File: config.mk
export PLATFORM = sky130hd
export DESIGN_NAME = posix_cksum_crc32_top
export DESIGN_NICKNAME = d
export VERILOG_FILES = /design/src/rtl/pcrc_pkg.sv /design/src/rtl/pcrc_fifo.sv /design/src/rtl/pcrc_engine.sv /design/src/rtl/posix_cksum_crc32_top.sv
export SDC_FILE = /design/constraint.sdc
export NUM_CORES = 1
export LEC_CHECK = 0
export ABC_AREA = 1
export BUFFER_PORTS_ARGS = -buffer_cell sky130_fd_sc_hd__buf_2
export CORE_UTILIZATION = 55
export CTS_CLUSTER_DIAMETER = 50
export DETAILED_ROUTE_END_ITERATION = 8
export PLACE_DENSITY = 0.78
export SLEW_MARGIN = 20
export SYNTH_ARGS = -nofsm -noshare
export SYNTH_HDL_FRONTEND = slang
export SYNTH_SLANG_ARGS = --single-unit
File: constraint.sdc
create_clock -name i_clk -period 5.95 [get_ports i_clk]
set_input_delay 0.595 -clock i_clk [delete_from_list [all_inputs] [get_ports i_clk]]
set_output_delay 0.595 -clock i_clk [all_outputs]
set_load 0.05 [all_outputs]
File: src/rtl/pcrc_pkg.sv
package pcrc_pkg;

    localparam int LENGTH_BITS_DEF = 48;
    localparam int OUT_COUNT_W     = 48;
    localparam int CRC_W           = 32;
    localparam logic [CRC_W-1:0] CRC_POLY = 32'h04C11DB7;

    localparam int QUEUE_DEPTH = 2;
    localparam int QUEUE_AW    = $clog2(QUEUE_DEPTH);

    localparam logic CMD_DATA = 1'b0;
    localparam logic CMD_END  = 1'b1;

    typedef struct packed {
        logic       cmd;
        logic [7:0] data_byte;
    } t_req;

    function automatic logic [CRC_W-1:0] crc_byte(input logic [CRC_W-1:0] crc,
                                                  input logic [7:0]       b);
        logic [CRC_W-1:0] c;
        c = crc ^ {b, 24'h000000};
        for (int k = 0; k < 8; k++) begin
            c = c[CRC_W-1] ? ({c[CRC_W-2:0], 1'b0} ^ CRC_POLY) : {c[CRC_W-2:0], 1'b0};
        end
        return c;
    endfunction

endpackage

File: src/rtl/pcrc_fifo.sv
module pcrc_fifo import pcrc_pkg::*; (
    input  logic i_clk,
    input  logic i_rst_n,
    input  logic i_valid,
    input  t_req i_req,
    output logic o_stall,
    output logic o_valid,
    output t_req o_req,
    input  logic i_stall
);

    t_req                r_mem [QUEUE_DEPTH];
    logic [QUEUE_AW-1:0] r_wr_ptr;
    logic [QUEUE_AW-1:0] r_rd_ptr;
    logic [QUEUE_AW:0]   r_cnt;
    logic [QUEUE_AW:0]   n_cnt;
    logic                push;
    logic                pop;

    assign o_stall = (r_cnt == (QUEUE_AW+1)'(QUEUE_DEPTH));
    assign o_valid = (r_cnt != '0);
    assign o_req   = r_mem[r_rd_ptr];
    assign push    = i_valid && !o_stall;
    assign pop     = o_valid && !i_stall;

    always_comb begin
        case ({push, pop})
            2'b10:   n_cnt = r_cnt + (QUEUE_AW+1)'(1);
            2'b01:   n_cnt = r_cnt - (QUEUE_AW+1)'(1);
            default: n_cnt = r_cnt;
        endcase
    end

    always_ff @(posedge i_clk) begin
        if (!i_rst_n) begin
            r_wr_ptr <= '0;
            r_rd_ptr <= '0;
            r_cnt    <= '0;
        end else begin
            r_cnt <= n_cnt;
            if (push) begin
                r_wr_ptr <= r_wr_ptr + QUEUE_AW'(1);
            end
            if (pop) begin
                r_rd_ptr <= r_rd_ptr + QUEUE_AW'(1);
            end
        end
    end

    always_ff @(posedge i_clk) begin
        if (push) begin
            r_mem[r_wr_ptr] <= i_req;
        end
    end

endmodule

File: src/rtl/pcrc_engine.sv
module pcrc_engine import pcrc_pkg::*; #(
    parameter int LENGTH_BITS = LENGTH_BITS_DEF
) (
    input  logic                   i_clk,
    input  logic                   i_rst_n,
    input  logic                   i_valid,
    input  t_req                   i_req,
    output logic                   o_stall,
    output logic                   o_valid,
    input  logic                   i_stall,
    output logic [CRC_W-1:0]       o_checksum,
    output logic [OUT_COUNT_W-1:0] o_byte_count,
    output logic                   o_count_overflow
);

    typedef enum logic {
        ST_RUN,
        ST_LEN
    } t_state;

    t_state                         r_state;
    logic [CRC_W-1:0]               r_crc;
    logic [LENGTH_BITS-1:0]         r_count;
    logic                           r_ovf;
    logic [LENGTH_BITS-1:0]         r_shift;
    logic                           r_out_valid;
    logic [CRC_W-1:0]               r_checksum;
    logic [OUT_COUNT_W-1:0]         r_byte_count;
    logic                           r_count_overflow;
    logic [LENGTH_BITS+OUT_COUNT_W-1:0] count_ext;
    logic                           emit;

    assign count_ext        = {{OUT_COUNT_W{1'b0}}, r_count};
    assign emit             = (r_state == ST_LEN) && (r_shift == '0) &&
                              (!r_out_valid || !i_stall);
    assign o_stall          = (r_state != ST_RUN);
    assign o_valid          = r_out_valid;
    assign o_checksum       = r_checksum;
    assign o_byte_count     = r_byte_count;
    assign o_count_overflow = r_count_overflow;

    always_ff @(posedge i_clk) begin
        if (!i_rst_n) begin
            r_state     <= ST_RUN;
            r_crc       <= '0;
            r_count     <= '0;
            r_ovf       <= 1'b0;
            r_shift     <= '0;
            r_out_valid <= 1'b0;
        end else begin
            if (r_out_valid && !i_stall && !emit) begin
                r_out_valid <= 1'b0;
            end
            case (r_state)
                ST_RUN: begin
                    if (i_valid) begin
                        if (i_req.cmd == CMD_DATA) begin
                            r_crc <= crc_byte(r_crc, i_req.data_byte);
                            if (&r_count) begin
                                r_ovf <= 1'b1;
                            end else begin
                                r_count <= r_count + LENGTH_BITS'(1);
                            end
                        end else begin
                            r_shift <= r_count;
                            r_state <= ST_LEN;
                        end
                    end
                end
                ST_LEN: begin
                    if (r_shift != '0) begin
                        r_crc   <= crc_byte(r_crc, r_shift[7:0]);
                        r_shift <= r_shift >> 8;
                    end else if (emit) begin
                        r_out_valid      <= 1'b1;
                        r_checksum       <= ~r_crc;
                        r_byte_count     <= count_ext[OUT_COUNT_W-1:0];
                        r_count_overflow <= r_ovf;
                        r_crc            <= '0;
                        r_count          <= '0;
                        r_ovf            <= 1'b0;
                        r_state          <= ST_RUN;
                    end
                end
                default: begin
                    r_state <= ST_RUN;
                end
            endcase
        end
    end

endmodule

File: src/rtl/posix_cksum_crc32_top.sv
// POSIX cksum CRC-32 engine (polynomial 0x04C11DB7, MSB first, zero start).
// Input channel: i_valid / o_stall with i_cmd and i_data_byte. A request with
// i_cmd = 0 feeds one message byte; i_cmd = 1 ends the message.
// Output channel: o_valid / i_stall with o_checksum, o_byte_count and
// o_count_overflow; one result per end request, none per data byte.
// Requests pass through a two-entry queue into the CRC unit, which folds in
// one byte per cycle, so data bytes are taken at one per cycle sustained while no end request holds the CRC unit.
// An end request holds the CRC unit while the message length is shifted into
// the CRC, least significant byte first, in k bytes (0 to LENGTH_BITS/8,
// rounded up), and then until the result is registered at the output.
// The byte count is LENGTH_BITS wide and saturates, setting o_count_overflow.
// While i_stall holds a result, the queue keeps taking requests and data
// bytes keep flowing; the next result waits in the CRC unit until that one is taken.
// Synchronous reset (i_rst_n low) clears the CRC, the count, the queue and
// the output valid flag; o_stall is low and o_valid low after reset.
module posix_cksum_crc32_top import pcrc_pkg::*; #(
    parameter int LENGTH_BITS = LENGTH_BITS_DEF
) (
    input  logic                   i_clk,
    input  logic                   i_rst_n,
    input  logic                   i_valid,
    output logic                   o_stall,
    input  logic                   i_cmd,
    input  logic [7:0]             i_data_byte,
    output logic                   o_valid,
    input  logic                   i_stall,
    output logic [CRC_W-1:0]       o_checksum,
    output logic [OUT_COUNT_W-1:0] o_byte_count,
    output logic                   o_count_overflow
);

    t_req in_req;
    t_req q_req;
    logic q_valid;
    logic q_stall;

    assign in_req.cmd       = i_cmd;
    assign in_req.data_byte = i_data_byte;

    pcrc_fifo u_fifo (
        .i_clk   (i_clk),
        .i_rst_n (i_rst_n),
        .i_valid (i_valid),
        .i_req   (in_req),
        .o_stall (o_stall),
        .o_valid (q_valid),
        .o_req   (q_req),
        .i_stall (q_stall)
    );

    pcrc_engine #(
        .LENGTH_BITS (LENGTH_BITS)
    ) u_engine (
        .i_clk            (i_clk),
        .i_rst_n          (i_rst_n),
        .i_valid          (q_valid),
        .i_req            (q_req),
        .o_stall          (q_stall),
        .o_valid          (o_valid),
        .i_stall          (i_stall),
        .o_checksum       (o_checksum),
        .o_byte_count     (o_byte_count),
        .o_count_overflow (o_count_overflow)
    );

endmodule

Word level (Yosys, flattened, before mapping)
Memory sizes are Yosys's and may differ from the RTL's. A register that Yosys moved wholly into a read port is not among the register bits.
Cells that the tools add are included.
W data, S select, Z words.
{"block": "totals", "output_inout_bits": 83, "wordCells": 124, "n_memories": 1, "ff_bits": 216, "mem_bits_rw": 18}
{"block": "op_classes", "n_bitwise": 21, "eq_ne": 12, "muxes": 51, "n_reduce_logical": 22, "add_sub_neg": 5}
{"memory": "u_fifo.r_mem", "words": 2, "word_bits": 9, "rd": 1, "rd_ports_with_merged_regs": 1, "write_ports": 1, "line_no": "pcrc_fifo.sv:12", "source": "t_req r_mem [QUEUE_DEPTH];"}
{"cell": "$mux W27", "count": 16}
{"cell": "$mux W48", "count": 8}
{"cell": "$not A14 Y14", "count": 16}
{"cell": "$pmux W48 S2", "count": 2}
{"cell": "$mux W32", "count": 4}
{"cell": "$pmux W32 S2", "count": 1}
{"cell": "$xor A32 B32 Y32", "count": 2}
{"cell": "$add A48 B1 Y48 const B", "count": 1}
{"cell": "$logic_not A48 Y1", "count": 1}
{"cell": "$reduce_and A48 Y1", "count": 1}
{"cell": "$reduce_bool A48 Y1", "count": 1}
{"cell": "$not A32 Y32", "count": 1}
{"cell": "$mux W1", "count": 17}
{"cell": "$ne A2 B2 Y1 const B", "count": 6}
{"cell": "$reduce_and A5 Y1", "count": 2}
{"cell": "$logic_and A1 B1 Y1", "count": 6}
{"cell": "$reduce_and A3 Y1", "count": 2}
{"cell": "$logic_not A1 Y1", "count": 5}
{"cell": "$eq A2 B2 Y1 const B", "count": 2}
{"cell": "$ne A2 B1 Y1 const B", "count": 2}
{"cell": "$pmux W1 S2", "count": 2}
{"cell": "$pmux W2 S2", "count": 1}
{"cell": "$reduce_and A4 Y1", "count": 1}
{"cell": "$reduce_bool A2 Y1", "count": 2}
{"cell": "7 further kinds", "count": 9}

Longest topological paths before layout
Gate-level depths: netlist of the first run.
{"block": "depth", "word_depth": 20, "mapped_depth": 17, "depth_no_buf": 16}

By module
Synthesis of the first run repeated with hierarchy kept, for this count alone.
{"block": "unflattened", "cells_unflattened": 1704, "area_unflattened_um2": 12769.7}
{"mod": "pcrc_engine", "area_each_um2": 11856.4, "seq_area_each_um2": 5054.8, "cells_each": 1638, "instances": 1}
{"mod": "pcrc_fifo", "area_each_um2": 913.4, "seq_area_each_um2": 640.6, "cells_each": 66, "instances": 1}

Worst setup path before layout of the first run
OpenSTA, ideal clock, no wires.
{"block": "synth_timing", "kind": "input -> register", "from": "input i_rst_n", "to": "register u_engine.r_byte_count[0], in the netlist u_engine.o_byte_count[0], enable pin", "setup_slack_ns": 1.086, "required_ns": 5.429, "t_arrival_ns": 4.343, "n_path_buf": 1, "path_stages": 3, "setup_time_ns": 0.521, "path_cell_list": "clkinv_1 > clkbuf_1 > nor2_1"}
{"block": "synth_via", "elab_chain_cells": 1}
{"element": "start, declared", "line_no": "posix_cksum_crc32_top.sv:20", "source": "input logic i_rst_n,"}
{"element": "$reduce_and A4 Y1 (no source line)"}
{"element": "end signal, assigned", "line_no": "pcrc_engine.sv:77", "source": "r_byte_count <= count_ext[OUT_COUNT_W-1:0];"}
{"element": "end, declared", "line_no": "pcrc_engine.sv:28", "source": "logic [OUT_COUNT_W-1:0] r_byte_count;"}
Every way passes these cells.
A chain may end at the register's enable or synchronous reset.

==> results of run 1 <==
sequential cells by signal (all words and copies together), names as in the netlist, 2 cells and up, named ones only:
| register | count |
|---|---|
| u_engine.o_byte_count | 48 |
| u_engine.o_checksum | 32 |
| u_engine.r_count | 48 |
| u_engine.r_crc | 32 |
| u_engine.r_shift | 48 |
| u_fifo.r_cnt | 2 |
| u_fifo.r_mem | 18 |
through the flow:
step,util (%),power [uW],cells,cell area [um^2],hold WS [ns]
after global placement,58.9,6330,2083,13400,0.419
after global routing,62.8,8660,2131,14300,0.246
after floorplan,-,5430,1764,12800,0.403
after detailed placement,58.9,6430,2083,13400,0.418
after CTS,62.7,8070,2131,14200,0.242
final,62.8,8130,2131,14300,0.257
Yosys cell counts, types with 2 or more instances:
cell and n:
buf_1 5, inv_2 7, o21ai_1 2, xnor2_2 2, nor2_2 3, nor3_1 21, dfxtp_1 136, or2_2 3
nand2_1 544, xnor2_1 14, nor3_2 5, ha_1 2, xor2_2 2, o21ai_0 95, xor2_1 69, buf_4 4
inv_1 133, o22ai_1 4, edfxtp_1 99, buf_6 6, buf_2 19, nand4_1 21, a21oi_1 115, clkbuf_1 36
nor2_1 193, nand2_2 16, a31oi_1 35, nand3_1 157, nand3b_1 6
metal layers:
layer	part of all wire (%)	track usage, %	wire, um
met5	0	0	0
met4	5.1	15.6	1950
met3	5.7	3.22	2190
met2	49	57.4	19000
met1	40	39.6	15300
power by group:
part	leakage [uW]	switching, uW	internal (uW)
Combinational	0.00325	2970	1280
Sequential	0.00212	300	1950
Clock	0.000431	648	981
path summary, 6_finish.rpt:
check        slack, ns                                   to  cells after the start                         from
max reg2reg       2.64    u_engine.r_count[26]$_SDFFE_PN0P_                      9                     register
max               2.64    u_engine.r_count[26]$_SDFFE_PN0P_                      9                     register
min               0.26         u_fifo.r_mem[0][0]$_DFFE_PP_                      1               i_data_byte[0]
min reg2reg       0.43  u_engine.o_count_overflow$_DFFE_PP_                      0  u_engine.r_ovf$_SDFFE_PN0P_
kinds of logic after synthesis:
group | after synthesis | share of synthesized area [%]
buffers and inverters | 212 | 6.89
adders and majority gates | 2 | 0.195
xor gates and xnor gates | 87 | 6.18
and+or+nand+nor | 976 | 32.0
DFF | 235 | 44.5
AOI/OAI and AO/OA | 252 | 10.2
layout make-up:
class                   instances  area (um^2)
clock buffers                  32          714
clock inverters                16          163
fillers                      2053         8460
inverters                     142          536
multi-input cells            1317         6240
flip-flops and latches        235         5700
well taps                     285          357
repair buffers                104          546
critical path, stage by stage, from the launching register on:
cell	delay, ns
dfxtp_1	0.59
inv_2	0.21
nand2_1	0.13
nand2_2	0.18
o21ai_1	0.23
inv_1	0.13
nor2_8	0.57
nand2_2	0.70
nand2_1	0.24
a21oi_1	0.09
==> out/qor.csv, run 1 <==
metric,value,unit
Place WS,2.67,ns
Post-synth ARST share,0,%
initial antenna violation count,0,
Max Slew Vio Count,0,
routed len/inst,18.1,um
Synth area leader,edfxtp_1,
Worst setup EP type,register,
CTS clock-pin slew for the worst setup and hold paths,0.06,ns
Die Wd,155,um
WS Path Type,reg -> reg,
VDD IR max,0.291,mV
Nets,1841,
Synth Flop Type,dfxtp_1,
Sum Neg Setup Slack,0,ns
#FFs+latches synth,235,
CTS hold repair buffers,0,
final worst setup slack,2.64,ns
H-tree depth,1,
Unique masters post-synth,39,
postcts setup bufs,0,
CP arrival,3.69,ns
clk_lat worst skew,0.53,ns
Clock Skews,0.0122,ns
post-DR vias/cell,5.68,
DR DRC count,0,
row count,55,
syn avg cell area,7.26,um^2
Mapped Area,0.0128,mm^2
routed via count,12100,
layout cell share with drive strength beyond 1,10.3,%
Final period util,55.6,%
"commonest non-fill, non-tap cell in the layout",nand2_1,
type of the most critical hold path,in -> reg,
total wire length,38.5,mm
startpoint types,register,
leakage,0.00580,uW
Period minus WS final,3.31,ns
# clock sinks,235,
Layout area overhead,11.3,%
"Seq/Total Area, Yosys",44.5,%
Area contributors post-synth,"edfxtp_1 (23%), dfxtp_1 (21%), nand2_1 (16%)",
cts bufs inserted,26,
unrepaired setup endpoints after global routing,no,
CP Max Fanout,50,
worst relative slew slack,31.1,%
Worst Path Required,6.33,ns
Achievable Freq,302,MHz
GPL Wtd Cong,1.01,
largest net degree at the start of global routing,82,
Routed Antenna Nets,0,
antenna cells,0,
Die Y,155,um
status,"finished, final reports clean",
Core ar.,0.0227,mm^2
Post-DP HPWL,27.7,mm
Starting Density,56.4,%
CTS tree,built,
cts repair resizes,0,
Maximum Capacitance Violations,0,
post-synth top area share,23.2,%
Final Hold Viols,0,
Pwr Density,571,mW/mm^2
Final setup viols,0,
IO Port Bufs,95,
"commonest cells after routing, fill and taps aside","nand2_1 (543), nor2_1 (192), nand3_1 (157), dfxtp_1 (135), inv_1 (133)",
GRT Total Usage,32.4,%
die area,0.0239,mm^2
GRT overflow,0,
Slew @ Worst Pin,1.03,ns
first-pass GRT wire length,60.9,mm
Root Buffer,clkbuf_16,
number of synthesized flops with an enable pin,99,
Max clock buf depth,3,
vias in the first global route,11500,
Syn Nets,1779,
Initial DRC Count,1025,
# IOs,96,
Ys Warns,0,
Syn Inst Count,1764,
Pre-antenna DRT Iters,5,
No activity file was read; power rests on OpenSTA's default activity.
==> run 2, diff against run 1 <==
Settings changed: PLACE_DENSITY 0.78 to 0.81.
Clock period 5.95 ns to 2.7 ns, I/O delays scaled along.
==> out/qor.csv, run 2 (synthesis results as in run 1) <==
metric,value,unit,change
Max Slew Vio Count,0,,unchanged
Final Hold Viols,0,,unchanged
GRT overflow,0,,unchanged
FF-to-FF Start,u_engine.r_shift[18]$_SDFFE_PN0P_,,
Layout area overhead,15.5,%,
Inst Count DP,2122,,+1.9%
Post-DP HPWL,27.1,mm,-2.1%
hold path depth,3,,+2
Starting Density,56.4,%,unchanged
Final period util,91.4,%,+36 points
Sum Neg Setup Slack,0,ns,unchanged
first-pass GRT wire length,60.3,mm,-0.90%
Hold Path Origin,i_stall,,
worst relative slew slack,48.2,%,+17 points
DR DRC count,0,,unchanged
initial antenna violation count,0,,unchanged
PnR Total Power,18600,uW,+130%
row count,55,,unchanged
vias in the first global route,11600,,+1.2%
Die Y,155,um,unchanged
Pwr Density,1260,mW/mm^2,+120%
Routed Antenna Nets,0,,unchanged
antenna cells,0,,unchanged
# IOs,96,,unchanged
GRT Total Usage,32.0,%,-0.46 points
Achievable Freq,405,MHz,+34%
unrepaired setup endpoints after global routing,no,,
Final setup viols,0,,unchanged
Period minus WS final,2.47,ns,-0.839 ns
leakage,0.00611,uW,+5.4%
Slew @ Worst Pin,0.774,ns,-0.260 ns
"commonest non-fill, non-tap cell in the layout",nand2_1,,
R2R setup slack,0.23,ns,-2.41 ns
Finished Layout Cells,2183,,+2.4%
R2R Path End,u_engine.r_shift[37]$_SDFFE_PN0P_,,
CP arrival,2.94,ns,-0.75 ns
die area,0.0239,mm^2,unchanged
Max clock buf depth,3,,unchanged
Worst setup EP type,register,,
"commonest cells after routing, fill and taps aside","nand2_1 (543), nor2_1 (192), nand3_1 (157), dfxtp_1 (135), inv_1 (133)",,
WS Path Type,reg -> reg,,
cts bufs inserted,28,,+7.7%
Pre-antenna DRT Iters,6,,+1
Hold Slack,0.133,ns,-0.124 ns
Initial DRC Count,1351,,+32%
startpoint types,register,,
H-tree depth,1,,unchanged
IO Port Bufs,95,,unchanged
Clock Skews,0.0159,ns,+0.00369 ns
routed len/inst,17.6,um,-2.9%
Worst Path Required,3.17,ns,-3.16 ns
final core occ,65.2,%,+2.4 points
type of the most critical hold path,in -> reg,,
Maximum Capacitance Violations,0,,unchanged
postcts setup bufs,0,,unchanged
Die Wd,155,um,unchanged
total wire length,38.3,mm,-0.52%
post-DR vias/cell,5.77,,+1.6%
VDD IR max,0.706,mV,+140%
CTS tree,built,,
Nets,1891,,+2.7%
FF-to-FF path depth,11,,+2
layout cell share with drive strength beyond 1,12.4,%,+2.1 points
CTS clock-pin slew for the worst setup and hold paths,0.06,ns,about the same
Core ar.,0.0227,mm^2,unchanged
Worst Hold End,u_engine.o_valid$_SDFF_PN0_,,
routed via count,12600,,+4.1%
Root Buffer,clkbuf_16,,
CP Max Fanout,21,,-58%
clk_lat worst skew,0.55,ns,+0.02 ns
# clock sinks,235,,unchanged
largest net degree at the start of global routing,76,,-7.3%
status,"finished, final reports clean",,
GPL Wtd Cong,1.00,,-1.1%
-- run 2: cell types whose count changed in the layout (fill, tap and decap cells not counted), moves of 2 or more --
cell | previous run | this run
bufinv_16 | 3 | 5
buf_12 | 0 | 3
clkinv_8 | 0 | 2
buf_4 | 10 | 44
clkinv_1 | 7 | 1
clkbuf_1 | 3 | 6
dlygate4sd3_1 | 0 | 9
inv_6 | 0 | 4
clkinv_4 | 4 | 0
-- run 2: layout make-up --
cell class              instances  area [um^2]
multi-input cells            1317         6240
clock buffers                  36          751
inverters                     142          536
repair buffers                152          967
clock inverters                16          249
well taps                     285          357
fillers                      1933         7910
flip-flops and latches        235         5700
-- run 2: per-layer routing --
layer	vias to the layer above	global-route usage (%)	share of wire (%)
met1	5795	38.9	38
li1	6004	-	-
met5	-	0	0
met3	156	3.89	7.6
met4	0	18.3	5.4
met2	637	54.9	49
-- run 2: how the worst max path moves through the flow --
stage	slack, ns	to	from	depth (start not counted)
after floorplan	0.13	u_engine.o_byte_count[0]$_DFFE_PP_	u_engine.r_shift[3]$_SDFFE_PN0P_	7
after global placement	0.40	u_engine.r_ovf$_SDFFE_PN0P_	u_engine.r_shift[3]$_SDFFE_PN0P_	12
after detailed placement	0.34	u_engine.r_count[17]$_SDFFE_PN0P_	u_engine.r_shift[4]$_SDFFE_PN0P_	13
after CTS	0.27	u_engine.r_count[24]$_SDFFE_PN0P_	u_engine.r_shift[18]$_SDFFE_PN0P_	13
after global routing	0.05	u_engine.r_count[25]$_SDFFE_PN0P_	u_engine.r_shift[18]$_SDFFE_PN0P_	13
final	0.23	u_engine.r_shift[37]$_SDFFE_PN0P_	u_engine.r_shift[18]$_SDFFE_PN0P_	11
-- run 2: metrics by stage --
stage	setup WS, ns	cell area [um^2]
2_1_floorplan	0.128	12800
3_3_place_gp	0.398	13700
3_5_place_dp	0.336	13700
4_1_cts	0.274	14800
5_1_grt	0.0470	14800
6_report	0.232	14800
-- run 2: report_power, final --
| part | switching, uW | internal [uW] | leakage [uW] |
|---|---|---|---|
| sequential | 597 | 4300 | 0.00212 |
| combinational | 6610 | 3100 | 0.00350 |
| clock | 1550 | 2480 | 0.000491 |
-- run 2: what timing repair did --
action / in CTS / in global routing
gates resized for setup: 0 / 1
hold buffers: 9 / 0
hold endpoints to repair: 18 / 0
endpoints found under the setup margin: 0 / 1
-- run 2: worst max-delay path, stage by stage (launching register included) --
cell and delay (ns):
dfxtp_1 0.33, nor2_1 0.16, nand2_1 0.09, nor2_1 0.11, nand2_1 0.09, nor2_4 0.15, nand2_2 0.08, nand2_4 0.16
nand2_2 0.24, inv_1 0.58, o21ai_0 0.21, a21oi_1 0.16
==> run 3, diff against run 2 <==
Settings changed: ABC_AREA 1 to default, CORE_UTILIZATION 55 to 54, PLACE_DENSITY 0.81 to 0.8.
==> out/qor.csv, run 3 <==
metric,value,unit,change
routed len/inst,19.1,um,+8.9%
dominant cell by count in the synthesized netlist,dfxtp_1,,
CTS clock-pin slew for the worst setup and hold paths,0.06,ns,about the same
post-DR vias/cell,6.05,,+4.9%
IO Port Bufs,95,,unchanged
area post-placement,0.0123,mm^2,-10%
GRT Total Usage,25.8,%,-6.1 points
leakage,0.00493,uW,-19%
Post-synth top cells,"dfxtp_1 (136), edfxtp_1 (99), xnor2_1 (81)",,
Syn Inst Count,1026,,-42%
Syn Nets,1041,,-41%
Unique masters post-synth,62,,+59%
die area,0.0211,mm^2,-12%
unrepaired setup endpoints after global routing,no,,
Net Sw Frac,38.3,%,-8.6 points
Maximum Capacitance Violations,0,,unchanged
Nets,1190,,-37%
Routed Antenna Nets,0,,unchanged
Slew @ Worst Pin,0.926,ns,+0.152 ns
Hold Path Origin,i_valid,,
cts bufs inserted,27,,-3.6%
CP Max Fanout,28,,+33%
row count,51,,-7.3%
Ys Warns,0,,unchanged
worst relative slew slack,38.1,%,-10 points
CP arrival,3.03,ns,+0.09 ns
type of the most critical hold path,in -> reg,,
R2R Path End,u_engine.r_crc[4]$_SDFFE_PN0P_,,
share of power burned in registers,26.4,%,about the same
first-pass GRT wire length,44.1,mm,-27%
Die Wd,145,um,-6.1%
#FFs+latches synth,235,,unchanged
vias in the first global route,8385,,-28%
Period minus WS final,2.60,ns,+0.127 ns
H-tree depth,1,,unchanged
layout cell share with drive strength beyond 1,21.3,%,+8.8 points
syn avg cell area,10.8,um^2,+49%
# clock sinks,235,,unchanged
"commonest non-fill, non-tap cell in the layout",dfxtp_1,,
Final setup viols,0,,unchanged
Comb pwr share,52.4,%,+0.3 points
number of synthesized flops with an enable pin,99,,unchanged
routed via count,8844,,-30%
# IOs,96,,unchanged
Core ar.,0.0198,mm^2,-13%
Max clock buf depth,3,,unchanged
"commonest cells after routing, fill and taps aside","dfxtp_1 (135), edfxtp_1 (99), buf_2 (95), xnor2_1 (81), a21oi_1 (76)",,
R2R setup slack,0.10,ns,-0.13 ns
Pwr Density,1370,mW/mm^2,+8.5%
Synth area leader,edfxtp_1,,
Final Hold Viols,0,,unchanged
Final period util,96.1,%,+4.7 points
DR DRC count,0,,unchanged
Area contributors post-synth,"edfxtp_1 (27%), dfxtp_1 (25%), xnor2_1 (6.4%)",,
Place WS,0.0877,ns,-0.248 ns
Initial DRC Count,743,,-45%
Die Y,145,um,-6.1%
VDD IR max,0.805,mV,+14%
CTS tree,built,,
total wire length,27.9,mm,-27%
FF-to-FF path depth,8,,-3
Pre-antenna DRT Iters,7,,+1
internal power,11300,uW,+14%
Worst Path Required,3.13,ns,-0.04 ns
Max Slew Vio Count,0,,unchanged
initial antenna violation count,1,,+1
Hold Slack,0.127,ns,-0.00627 ns
status,"finished, final reports clean",,
Clock Skews,0.0146,ns,-0.00138 ns
Post-synth ARST share,0,%,unchanged
Synth Flop Type,dfxtp_1,,
Post-DP HPWL,18.7,mm,-31%
startpoint types,register,,
WS Path Type,reg -> reg,,
Sum Neg Setup Slack,0,ns,unchanged
hold path depth,4,,+1
clock group share of total power,21.2,%,-0.4 points
clk_lat worst skew,0.54,ns,about the same
crit path from,u_engine.r_shift[1]$_SDFFE_PN0P_,,
Worst Hold End,u_fifo.r_wr_ptr$_SDFFE_PN0P_,,
GPL Wtd Cong,0.956,,-4.7%
final core occ,67.8,%,+2.6 points
Mapped Area,0.0111,mm^2,-14%
Worst setup EP type,register,,
post-synth top area share,26.9,%,+3.7 points
Root Buffer,clkbuf_16,,
Starting Density,55.9,%,-0.47 points
"Seq/Total Area, Yosys",51.5,%,+7.0 points
Layout area overhead,21.2,%,
GRT overflow,0,,unchanged
largest net degree at the start of global routing,46,,-39%
switching pwr,7020,uW,-20%
FF-to-FF Start,u_engine.r_shift[1]$_SDFFE_PN0P_,,
Achievable Freq,385,MHz,-4.9%
design area,0.0134,mm^2,-9.4%
final worst setup slack,0.105,ns,-0.127 ns
-- run 3: area by class of cell --
| cell class | count | area, um^2 |
|---|---|---|
| multi-input cells | 687 | 5010 |
| well taps | 265 | 332 |
| inverters | 41 | 154 |
| fillers | 1448 | 6380 |
| repair buffers | 183 | 1260 |
| clock buffers | 33 | 698 |
| diodes | 1 | 2.50 |
| flip-flops and latches | 235 | 5700 |
| clock inverters | 16 | 253 |
-- run 3: metal layers --
layer / track usage (%) / share of wire [%] / vias to the layer above
li1: - / - / 4130
met1: 34.8 / 42 / 4282
met2: 42.5 / 48 / 368
met3: 3.43 / 6.9 / 64
met4: 9.47 / 3.0 / 0
met5: 0 / 0 / -
-- run 3: how the worst max path moves through the flow --
stage                                               endpoint  slack (ns)
after floorplan           u_engine.o_byte_count[0]$_DFFE_PP_       -0.40
after global placement        u_engine.r_crc[4]$_SDFFE_PN0P_        0.12
after detailed placement      u_engine.r_crc[4]$_SDFFE_PN0P_        0.09
after CTS                     u_engine.r_crc[4]$_SDFFE_PN0P_        0.09
after global routing          u_engine.r_crc[4]$_SDFFE_PN0P_       0.003
final                         u_engine.r_crc[4]$_SDFFE_PN0P_        0.10
-- run 3: critical path: stages (launching register included) --
cell	delay, ns
dfxtp_1	0.35
nor4_2	0.33
nand4_1	0.26
buf_4	0.23
or3_1	0.46
o31ai_4	0.25
buf_12	0.22
a21oi_1	0.07
a221oi_1	0.31
-- run 3: power groups by stage --
| stage | logic [uW] | clock network, uW | registers [uW] |
|---|---|---|---|
| 2_1_floorplan | 7210 | 0 | 4690 |
| 3_3_place_gp | 9100 | 0 | 4850 |
| 3_5_place_dp | 9290 | 0 | 4860 |
| 4_1_cts | 9420 | 3920 | 4800 |
| 5_1_grt | 10300 | 4060 | 4870 |
| 6_report | 9600 | 3880 | 4830 |
-- run 3: stage by stage --
stage | total power [uW] | std cells
3_3_place_gp | 13900 | 1400
5_1_grt | 19200 | 1461
4_1_cts | 18100 | 1458
3_5_place_dp | 14200 | 1400
2_1_floorplan | 11900 | 1026
6_report | 18300 | 1461
-- run 3: kinds of logic after synthesis --
| logic type | count (synthesis) | synth area share [%] |
|---|---|---|
| buf+inv | 104 | 3.90 |
| mux | 46 | 4.17 |
| flops | 235 | 51.5 |
| xor+xnor | 116 | 11.7 |
| fa+ha+maj | 2 | 0.226 |
| compound gates | 246 | 15.4 |
| simple gates | 277 | 13.1 |
-- run 3: timing repair --
item | 4_1_cts | 5_1_grt
buffers inserted | 0 | 2
hold endpoints to repair | 18 | 0
hold buffers | 9 | 0
gates resized for setup | 0 | 3
endpoints found under the setup margin | 0 | 37
